[src/rtl/stepping_rotor_cipher_top_defines.svh]
// Assertion macros for the rotor cipher block.
`ifndef STEPPING_ROTOR_CIPHER_TOP_DEFINES_SVH
`define STEPPING_ROTOR_CIPHER_TOP_DEFINES_SVH

// Clocked assertion, disabled while reset is active.
`define SRC_ASSERT(lbl, prop, msg) \
  lbl: assert property (@(posedge clk_i) disable iff (!rst_ni) prop) else $error(msg);

// Clocked assertion that also holds during reset.
`define SRC_ASSERT_ALWAYS(lbl, prop, msg) \
  lbl: assert property (@(posedge clk_i) prop) else $error(msg);

`endif

[src/rtl/src_pkg.sv]
package src_pkg;

  localparam int unsigned LETTERS = 26;
  localparam int unsigned IdxW = (LETTERS > 1) ? $clog2(LETTERS) : 1;
  localparam int unsigned OffsetReset = 20 % LETTERS;

  typedef enum logic [1:0] {
    ActEncrypt = 2'd0,
    ActDecrypt = 2'd1,
    ActLoad    = 2'd2,
    ActAlign   = 2'd3
  } action_e;

  typedef struct packed {
    action_e    action;
    logic [4:0] letter;
    logic [4:0] slot;
  } in_req_t;

  typedef struct packed {
    logic [4:0] out_letter;
    logic       found;
  } out_res_t;

  // Default wiring: w r y i p k h f s z c b m q n e v t x u a o d l g j.
  // Entries past the 26 defaults hold their own index.
  function automatic logic [4:0] default_wiring(input logic [4:0] idx);
    logic [4:0] r;
    case (idx)
      5'd0:    r = 5'd22;
      5'd1:    r = 5'd17;
      5'd2:    r = 5'd24;
      5'd3:    r = 5'd8;
      5'd4:    r = 5'd15;
      5'd5:    r = 5'd10;
      5'd6:    r = 5'd7;
      5'd7:    r = 5'd5;
      5'd8:    r = 5'd18;
      5'd9:    r = 5'd25;
      5'd10:   r = 5'd2;
      5'd11:   r = 5'd1;
      5'd12:   r = 5'd12;
      5'd13:   r = 5'd16;
      5'd14:   r = 5'd13;
      5'd15:   r = 5'd4;
      5'd16:   r = 5'd21;
      5'd17:   r = 5'd19;
      5'd18:   r = 5'd23;
      5'd19:   r = 5'd20;
      5'd20:   r = 5'd0;
      5'd21:   r = 5'd14;
      5'd22:   r = 5'd3;
      5'd23:   r = 5'd11;
      5'd24:   r = 5'd6;
      5'd25:   r = 5'd9;
      default: r = idx;
    endcase
    return r;
  endfunction

  // (a + b) mod LETTERS, both operands already below LETTERS.
  function automatic logic [IdxW-1:0] add_mod(input logic [IdxW-1:0] a,
                                              input logic [IdxW-1:0] b);
    logic [IdxW:0] s;
    s = {1'b0, a} + {1'b0, b};
    if (s >= (IdxW+1)'(LETTERS)) s = s - (IdxW+1)'(LETTERS);
    return s[IdxW-1:0];
  endfunction

  // (a - b) mod LETTERS, both operands already below LETTERS.
  function automatic logic [IdxW-1:0] sub_mod(input logic [IdxW-1:0] a,
                                              input logic [IdxW-1:0] b);
    logic [IdxW:0] s;
    s = {1'b0, a} + (IdxW+1)'(LETTERS) - {1'b0, b};
    if (s >= (IdxW+1)'(LETTERS)) s = s - (IdxW+1)'(LETTERS);
    return s[IdxW-1:0];
  endfunction

  // 5-bit key reduced mod LETTERS, as a 32-entry lookup.
  function automatic logic [IdxW-1:0] key_mod(input logic [4:0] k);
    logic [IdxW-1:0] r;
    r = '0;
    for (int i = 0; i < 32; i++) begin
      if (k == 5'(i)) r = IdxW'(i % LETTERS);
    end
    return r;
  endfunction

  // Index of the lowest set bit; zero when none is set.
  function automatic logic [IdxW-1:0] first_idx(input logic [LETTERS-1:0] v);
    logic [LETTERS-1:0] oh;
    logic [IdxW-1:0]    r;
    oh = v & (~v + LETTERS'(1));
    r  = '0;
    for (int j = 0; j < LETTERS; j++) begin
      if (oh[j]) r = r | IdxW'(j);
    end
    return r;
  endfunction

endpackage

[src/rtl/stepping_rotor_cipher_top.sv]
// Single-rotor stepping cipher.
// Input channel (in_valid_i / in_ready_o / in_req_i): one request per item,
// with an action (encrypt, decrypt, load wiring entry, align), a letter code
// and a wiring slot. Every request gives exactly one result on the output
// channel (out_valid_o / out_ready_i / out_res_o): the cipher or plain letter
// and a found flag; load and align requests return zero.
// Config channel (cfg_valid_i / cfg_ready_o / cfg_data_i) writes the align
// key; it is always ready and must only be used while the block is idle.
// Results are registered. Throughput: one request per cycle while in_ready_o
// is high; the whole lookup sits between the request handshake and the result
// register, state updates at acceptance.
// Stall: a two-entry output buffer (result register plus skid) keeps taking
// one more request while a result waits; with both full in_ready_o drops.
// Reset (rst_ni low, async): wiring goes to the default permutation, rotor
// offset to 20 (letter a at position 0), key to 0, output buffer empty.
`include "stepping_rotor_cipher_top_defines.svh"

module stepping_rotor_cipher_top
  import src_pkg::*;
(
  input  logic     clk_i,
  input  logic     rst_ni,
  input  logic     in_valid_i,
  output logic     in_ready_o,
  input  in_req_t  in_req_i,
  output logic     out_valid_o,
  input  logic     out_ready_i,
  output out_res_t out_res_o,
  input  logic     cfg_valid_i,
  output logic     cfg_ready_o,
  input  logic [4:0] cfg_data_i
);

  // Architectural state
  logic [4:0]      wiring_q [LETTERS];
  logic [IdxW-1:0] off_q, off_d;
  logic [IdxW-1:0] key_q;

  // Output buffer
  logic     out_valid_q, skid_valid_q;
  out_res_t out_q, skid_q;

  logic in_fire, out_fire;
  assign in_fire  = in_valid_i & in_ready_o;
  assign out_fire = out_valid_q & out_ready_i;

  assign in_ready_o  = ~skid_valid_q;
  assign cfg_ready_o = 1'b1;
  assign out_valid_o = out_valid_q;
  assign out_res_o   = out_q;

  // Match vectors over the physical wiring entries.
  logic [LETTERS-1:0] hit_letter, hit_zero, ge_mask;
  logic [LETTERS-1:0] srch_vec, hi_vec, sel_vec;
  logic [IdxW-1:0]    off_step, base, hit_idx, rd_addr;
  logic [4:0]         rd_data;
  logic               circ, load_we;
  out_res_t           res;

  assign off_step = add_mod(off_q, IdxW'(1));

  // Encrypt and align search the rotated wiring: a circular first-match starting
  // at the stepped offset for encrypt and at the current offset for align. Decrypt searches the plain wiring from 0.
  always_comb begin
    srch_vec = hit_letter;
    base     = off_step;
    circ     = 1'b1;
    case (in_req_i.action)
      ActEncrypt: begin
        srch_vec = hit_letter;
      end
      ActDecrypt: begin
        circ = 1'b0;
      end
      ActAlign: begin
        srch_vec = hit_zero;
        base     = off_q;
      end
      default: begin
        srch_vec = hit_letter;
      end
    endcase
  end

  always_comb begin
    for (int j = 0; j < LETTERS; j++) begin
      hit_letter[j] = (wiring_q[j] == in_req_i.letter);
      hit_zero[j]   = (wiring_q[j] == 5'd0);
      ge_mask[j]    = ((IdxW+1)'(j) >= {1'b0, base});
    end
  end

  assign hi_vec  = circ ? (srch_vec & ge_mask) : srch_vec;
  assign sel_vec = (|hi_vec) ? hi_vec : srch_vec;
  assign hit_idx = first_idx(sel_vec);

  // Single wiring read port: encrypt reads the rotated position back in
  // plain order, decrypt reads the rotated entry at the plain hit.
  always_comb begin
    case (in_req_i.action)
      ActEncrypt: rd_addr = sub_mod(hit_idx, off_step);
      ActDecrypt: rd_addr = add_mod(hit_idx, off_step);
      default:    rd_addr = '0;
    endcase
  end

  assign rd_data = wiring_q[rd_addr];

  always_comb begin
    res     = '0;
    off_d   = off_q;
    load_we = 1'b0;
    case (in_req_i.action)
      ActEncrypt, ActDecrypt: begin
        off_d          = off_step;
        res.found      = |srch_vec;
        res.out_letter = (|srch_vec) ? rd_data : 5'd0;
      end
      ActLoad: begin
        load_we = ({1'b0, in_req_i.slot} < 6'(LETTERS));
      end
      ActAlign: begin
        // offset + pos == hit index, so the new offset is hit - key
        if (|srch_vec) off_d = sub_mod(hit_idx, key_q);
      end
      default: begin
        res = '0;
      end
    endcase
  end

  // State updates
  always_ff @(posedge clk_i or negedge rst_ni) begin
    if (!rst_ni) begin
      for (int i = 0; i < LETTERS; i++) begin
        wiring_q[i] <= default_wiring(5'(i));
      end
      off_q <= IdxW'(OffsetReset);
      key_q <= '0;
    end else begin
      if (in_fire) begin
        off_q <= off_d;
        if (load_we) wiring_q[in_req_i.slot[IdxW-1:0]] <= in_req_i.letter;
      end
      if (cfg_valid_i) key_q <= key_mod(cfg_data_i);
    end
  end

  // Output buffer control
  always_ff @(posedge clk_i or negedge rst_ni) begin
    if (!rst_ni) begin
      out_valid_q  <= 1'b0;
      skid_valid_q <= 1'b0;
    end else begin
      if (out_fire || !out_valid_q) begin
        if (skid_valid_q) begin
          out_valid_q  <= 1'b1;
          skid_valid_q <= 1'b0;
        end else begin
          out_valid_q <= in_fire;
        end
      end else if (in_fire) begin
        skid_valid_q <= 1'b1;
      end
    end
  end

  // Output buffer payload
  always_ff @(posedge clk_i) begin
    if (out_fire || !out_valid_q) begin
      if (skid_valid_q) out_q <= skid_q;
      else if (in_fire) out_q <= res;
    end else if (in_fire) begin
      skid_q <= res;
    end
  end

  // Assertions
  `SRC_ASSERT_ALWAYS(a_skid_implies_out, skid_valid_q |-> out_valid_q, "skid full, output empty")
  `SRC_ASSERT(a_off_range, off_q < IdxW'(LETTERS), "rotor offset out of range")
  `SRC_ASSERT(a_step, (in_fire && (in_req_i.action == ActEncrypt || in_req_i.action == ActDecrypt)) |=> (off_q == add_mod($past(off_q), IdxW'(1))), "offset did not step")
  `SRC_ASSERT(a_stall_to_skid, (in_fire && out_valid_q && !out_ready_i) |=> skid_valid_q, "stalled request not held")

endmodule
[config.mk]
export PLATFORM = sky130hd
export DESIGN_NAME = stepping_rotor_cipher_top
export DESIGN_NICKNAME = d
export VERILOG_FILES = /design/src/rtl/src_pkg.sv /design/src/rtl/stepping_rotor_cipher_top.sv
export VERILOG_INCLUDE_DIRS = /design/src /design/src/rtl
export SDC_FILE = /design/constraint.sdc
export NUM_CORES = 1
export LEC_CHECK = 0
export ABC_AREA = 0
export BUFFER_PORTS_ARGS = -buffer_cell sky130_fd_sc_hd__buf_4
export CAP_MARGIN = 20
export CORE_MARGIN = 2
export CORE_UTILIZATION = 65
export CTS_CLUSTER_DIAMETER = 120
export CTS_CLUSTER_SIZE = 28
export DETAILED_ROUTE_END_ITERATION = 6
export GPL_ROUTABILITY_DRIVEN = 0
export PLACE_DENSITY = 0.78
export SETUP_SLACK_MARGIN = 0.2
export SLEW_MARGIN = 20
export SYNTH_ARGS = -nofsm -noshare
export SYNTH_HDL_FRONTEND = slang
export SYNTH_SLANG_ARGS = --single-unit
[constraint.sdc]
create_clock -name clk_i -period 15.9 [get_ports clk_i]
set_input_delay 3.18 -clock clk_i [delete_from_list [all_inputs] [get_ports clk_i]]
set_output_delay 3.18 -clock clk_i [all_outputs]
set_load 0.1 [all_outputs]
======== Word-level counts from Yosys, hierarchy flattened ========
Index checks and enable logic that the tools add are counted.
cells by class
  shift operators ......................... 0
  divide/modulo/power cells ............... 0
  $lt $le $gt $ge ......................... 34
  bitwise operators ....................... 9
  reduce and logical (&&, ||, !) cells .... 39
  equality and inequality tests ........... 63
  multiply operators ...................... 0
  mux-type cells .......................... 127
  add/subtract/negate cells ............... 10
operators by type and width
  kind                     number
  $mux W5                  88
  $mux W130                2
  $bwmux W130              1
  $eq A5 B5 Y1             26
  $logic_not A5 Y1         26
  $eq A5 B5 Y1 const B     16
  $mux W26                 3
  $and A26 B26 Y26         2
  $reduce_or A26 Y1        2
  $ge A5 B5 Y1 const A     10
  $mux W6                  7
  $eq A5 B4 Y1 const B     8
  $ge A4 B5 Y1 const A     8
  $mux W4                  8
  $add A26 B1 Y26 const B  1
  $not A26 Y26             1
  $bmux W5 S5              1
  $demux W5 S5             1
  $ge A6 B5 Y1 const B     4
  $eq A5 B3 Y1 const B     4
  $ge A3 B5 Y1 const A     4
  $pmux W5 S2              2
  $sub A5 B5 Y5 const B    4
  $ge A6 B6 Y1 const B     2
  29 further kinds         51
storage, ports and cells
  register bits ........................... 154
  output and inout bits ................... 9
  input port bits ......................... 22
  bits in latches ......................... 0
  RAM bits ................................ 0
  memory bits (read-only) ................. 0
  memories ................................ 0

======== Longest topological paths before layout ========
  word-level depth ........................ 63
  depth in mapped cells ................... 41
  gate-level depth less buffers ........... 35

======== Worst setup path before layout ========
No wires, ideal clock.
  kind .................................... input to register
  from .................................... in in_req_i[10] (netlist bit)
  to ...................................... reg out_q, in the netlist out_res_o[5] (data pin)
  setup slack ............................. 5.598 ns
  cell stages on the path ................. 32
  library setup time ...................... 0.261 ns
  arrival time ............................ 10.041 ns
  buffers on the path ..................... 5
  cells stage by stage .................... clkbuf_1 a21bo_2 nor3_1 a32o_1 a31o_1 or4_4 o21a_1 a2111o_1 nor3_4 and3_1 buf_2 buf_2 o31ai_1 a211oi_1 o21ai_0 a22oi_1 inv_1 ha_1 ha_1 a21o_1 a31o_2 a31o_2 o21ai_0 and2_1 nand3b_1 a32o_1 buf_2 and2_1 buf_2 a221oi_2 a22oi_2 mux2_4
RTL lines
  what                  line                              text
  start, declared       stepping_rotor_cipher_top.sv:25   input in_req_t in_req_i,
  end signal, assigned  stepping_rotor_cipher_top.sv:171  if (skid_valid_q) out_q <= skid_q;
  end signal, assigned  stepping_rotor_cipher_top.sv:172  else if (in_fire) out_q <= res;
  end, declared         stepping_rotor_cipher_top.sv:41   out_res_t out_q, skid_q;

==> results.toml <==
[layout]
n_antenna_cell = 0
areaGrowthSynthToFinish_pct = 6.483
fillers = 1501
nets = 1508
drive_gt1_share_pct = 15.93
fin_cells = 1709
final_area_mm2 = 0.01313

[setup_path]
startpoint_type = "primary input"
ff2ff_path_depth = 30
crit_fanout = 34
path_class = "in2reg"
r2r_end = "skid_q[3]"
cp_slowest_cell = "nor2_4"
crit_arrival_ns = 12.53
worstPathRequired_ns = 16.05
r2r_setup_slack_ns = 5.17
cp_top_family = "compound AO/OA/AOI/OAI gates"
crit_buf_inv = 4
max_stage_delay_ns = 0.79
reg2reg_from = "off_q[1]"
end_kind = "flip-flop"

[yosys]
synth_top_family_by_area = "compound AO/OA/AOI/OAI gates"
synth_cell_types = 107
ys_seq_area_share_pct = 32.33
ys_seq_elements = 154
synth-edff-count = 12
synth.net_count = 1537
ys.flop_type = "dfrtp_1"
syn_inst = 1491
synth_mux_area_share_pct = 7.842
synthArstFlopShare_pct = 92.21
synth_top_area_cell = "dfrtp_1"
synthXorXnorAreaFrac_pct = 2.009
synthSimpleGateAreaFrac_pct = 19.68
syn_area_mm2 = 0.01233
synthAdderAreaFrac_pct = 2.617
netlist.area_leader.share_pct = 16.84
synth_compound_area_share_pct = 29.66
syn_avg_cell_area_um2 = 8.272
synthTopCellsByArea = "dfrtp_1 17%, dfstp_2 13%, nand2_1 6.6%"
ys_warn_count = 0

[timing]
rsz0062_at_grt = "false"
final.period_utilization_pct = 77.82
hold_violations = 0
tightest_slew_ns = 1.038
max_freq_ghz = 0.08082
tns_ns = 0
finalHoldWorstSlack_ns = 0.5030
skew_ns = 0.01297
final-max-slew-violation-count = 0
relSlewSlack_pct = 30.30
setup_viol = 0
fin_crit_ns = 12.37

[clock_network]
cts_buffers = 17
post_cts_buffers = 0
clk_pin_slew_ns = 0.07
cts_tree = "done"
htree_levels = 4
clockBufferDepth = 2
cts_root_buf = "clkbuf_16"
cts.sinks = 154
cts-hold-fix-buffers = 0
cts_resized = 0
insertion_delay_ns = 0.44

[grt]
use_met1_pct = 55.13
grt-busiest-layer = "met2"
overflow = 0
track_usage_pct = 40.13
grt_pass1_wl_um = 63030
antenna_found_initial = 0
met2_usage_pct = 58.53
grt.met3_usage_pct = 11.10
grt_max_degree = 74
grt_pass1_vias = 11401

[floorplan]
die_area_mm2 = 0.02009
start_util_pct = 66.15
num_rows = 50
die_w_um = 141.7
core_area_mm2 = 0.01864
die_h_um = 141.7
top_level_ports = 31

[routing]
wirelength_um = 39690
route.detailed.drc = 0
wl_per_cell_um = 23.22
first_pass_iters = 7
num_vias = 12437
final_antenna_net_count = 0
drtIter0Drc = 1698
viasPerCell = 7.277

[run]
drv_cap = 0

[min_path]
whs_endpoint = "wiring_q[10]"
holdPathStages = 2
holdCritStartpoint = "wiring_q[10]"
hp-class = "reg2reg"

[place]
placed_area_mm2 = 0.01257
place_hpwl_um = 27650
port_buffers = 29
dpl.cell_count = 1677

[run_status]
status = "completed"
-- per-layer routing --
layer | vias to the layer above | part of all wire, %
met5 | - | 0
met4 | 0 | 5.6
met3 | 180 | 13
met2 | 982 | 42
met1 | 5733 | 39
li1 | 5542 | -
-- cell usage after synthesis, types with 18 or more instances --
master      n
clkbuf_1   50
o21ai_0   157
nor3_1     37
mux2_2     28
nand2b_1   19
o31ai_1    19
nand2_1   218
buf_2      22
mux4_2     25
a21oi_1    75
nand3_1    19
nor2b_1    18
nor4_1     19
o22ai_1    61
nor2_1     89
ha_1       21
dfstp_2    59
inv_1      90
dfrtp_1    83
a22oi_1    25
-- layout make-up --
type	instances	area [µm²]	share of cell area [%]
Sequential cell	154	3988	30.36
Clock buffer	18	429.2	3.268
Multi-Input combinational cell	1157	7639	58.17
Tap cell	234	292.8	2.229
Timing Repair Buffer	40	304.0	2.315
Clock inverter	14	135.1	1.029
Inverter	92	345.3	2.630
-- state kept, by name, indices dropped and copies added (netlist names) --
signal        cells
key_q             5
off_q             5
out_res_o         6
out_valid_o       1
skid_q            6
skid_valid_q      1
wiring_q        130
-- cell families (layout without fill, tap and decap cells) --
| kind of cell | Yosys count | in the layout |
|---|---|---|
| other | 1 | 1 |
| muxes | 61 | 61 |
| AOI/OAI and AO/OA | 535 | 535 |
| and+or+nand+nor | 511 | 511 |
| buffers and inverters | 180 | 164 |
| xor gates and xnor gates | 25 | 25 |
| adders and majority gates | 24 | 24 |
| DFF | 154 | 154 |
-- worst min-delay path, delay by kind of cell (launching register included) --
kind / cells / cell delay, ns
compound gates: 1 / 0.07
flops: 1 / 0.38
simple gates: 1 / 0.05
-- worst max path at each step --
| stage | from | endpoint | slack (ns) | depth (start not counted) |
|---|---|---|---|---|
| 2_1_floorplan | in_req_i[10] | out_res_o[5] | 5.60 | 32 |
| 3_3_place_gp | in_req_i[8] | out_res_o[5] | 3.74 | 30 |
| 3_5_place_dp | in_req_i[9] | out_res_o[5] | 3.39 | 30 |
| 4_1_cts | in_req_i[9] | out_res_o[5] | 3.82 | 30 |
| 5_1_grt | in_req_i[7] | out_res_o[3] | 2.96 | 30 |
| 6_report | in_req_i[9] | skid_q[3] | 3.53 | 30 |
-- through the flow --
stage	setup slack, ns	utilization (%)
6_report	3.526	70.44
5_1_grt	2.959	70.44
4_1_cts	3.819	70.44
3_5_place_dp	3.387	67.42
3_3_place_gp	3.744	67.42
2_1_floorplan	5.598	-
-- layout by cell type, fill, tap and decap left out, types with 12 or more instances in the layout --
| cell type | Yosys | final |
|---|---|---|
| nand2_1 | 218 | 217 |
| o21ai_0 | 157 | 157 |
| inv_1 | 90 | 90 |
| nor2_1 | 89 | 89 |
| dfrtp_1 | 83 | 83 |
| a21oi_1 | 75 | 75 |
| o22ai_1 | 61 | 61 |
| dfstp_2 | 59 | 59 |
| buf_4 | 4 | 39 |
| nor3_1 | 37 | 37 |
| mux2_2 | 28 | 28 |
| a22oi_1 | 25 | 25 |
| mux4_2 | 25 | 25 |
| ha_1 | 21 | 21 |
| nand2b_1 | 19 | 19 |
| o31ai_1 | 19 | 19 |
| nor4_1 | 19 | 19 |
| nand3_1 | 19 | 19 |
| nor2b_1 | 18 | 17 |
| clkbuf_16 | 0 | 17 |
| a211oi_1 | 16 | 16 |
| o221ai_1 | 15 | 15 |
| and2_1 | 16 | 15 |
| a31oi_1 | 14 | 14 |
| xnor2_1 | 13 | 13 |
| a21o_1 | 13 | 13 |
| and3_1 | 12 | 12 |
| or4_1 | 12 | 12 |
| edfxtp_1 | 12 | 12 |
Power is left out: the tool's default activity adds up to more than one toggle a clock period on the data nets, which glitch-free logic cannot reach.
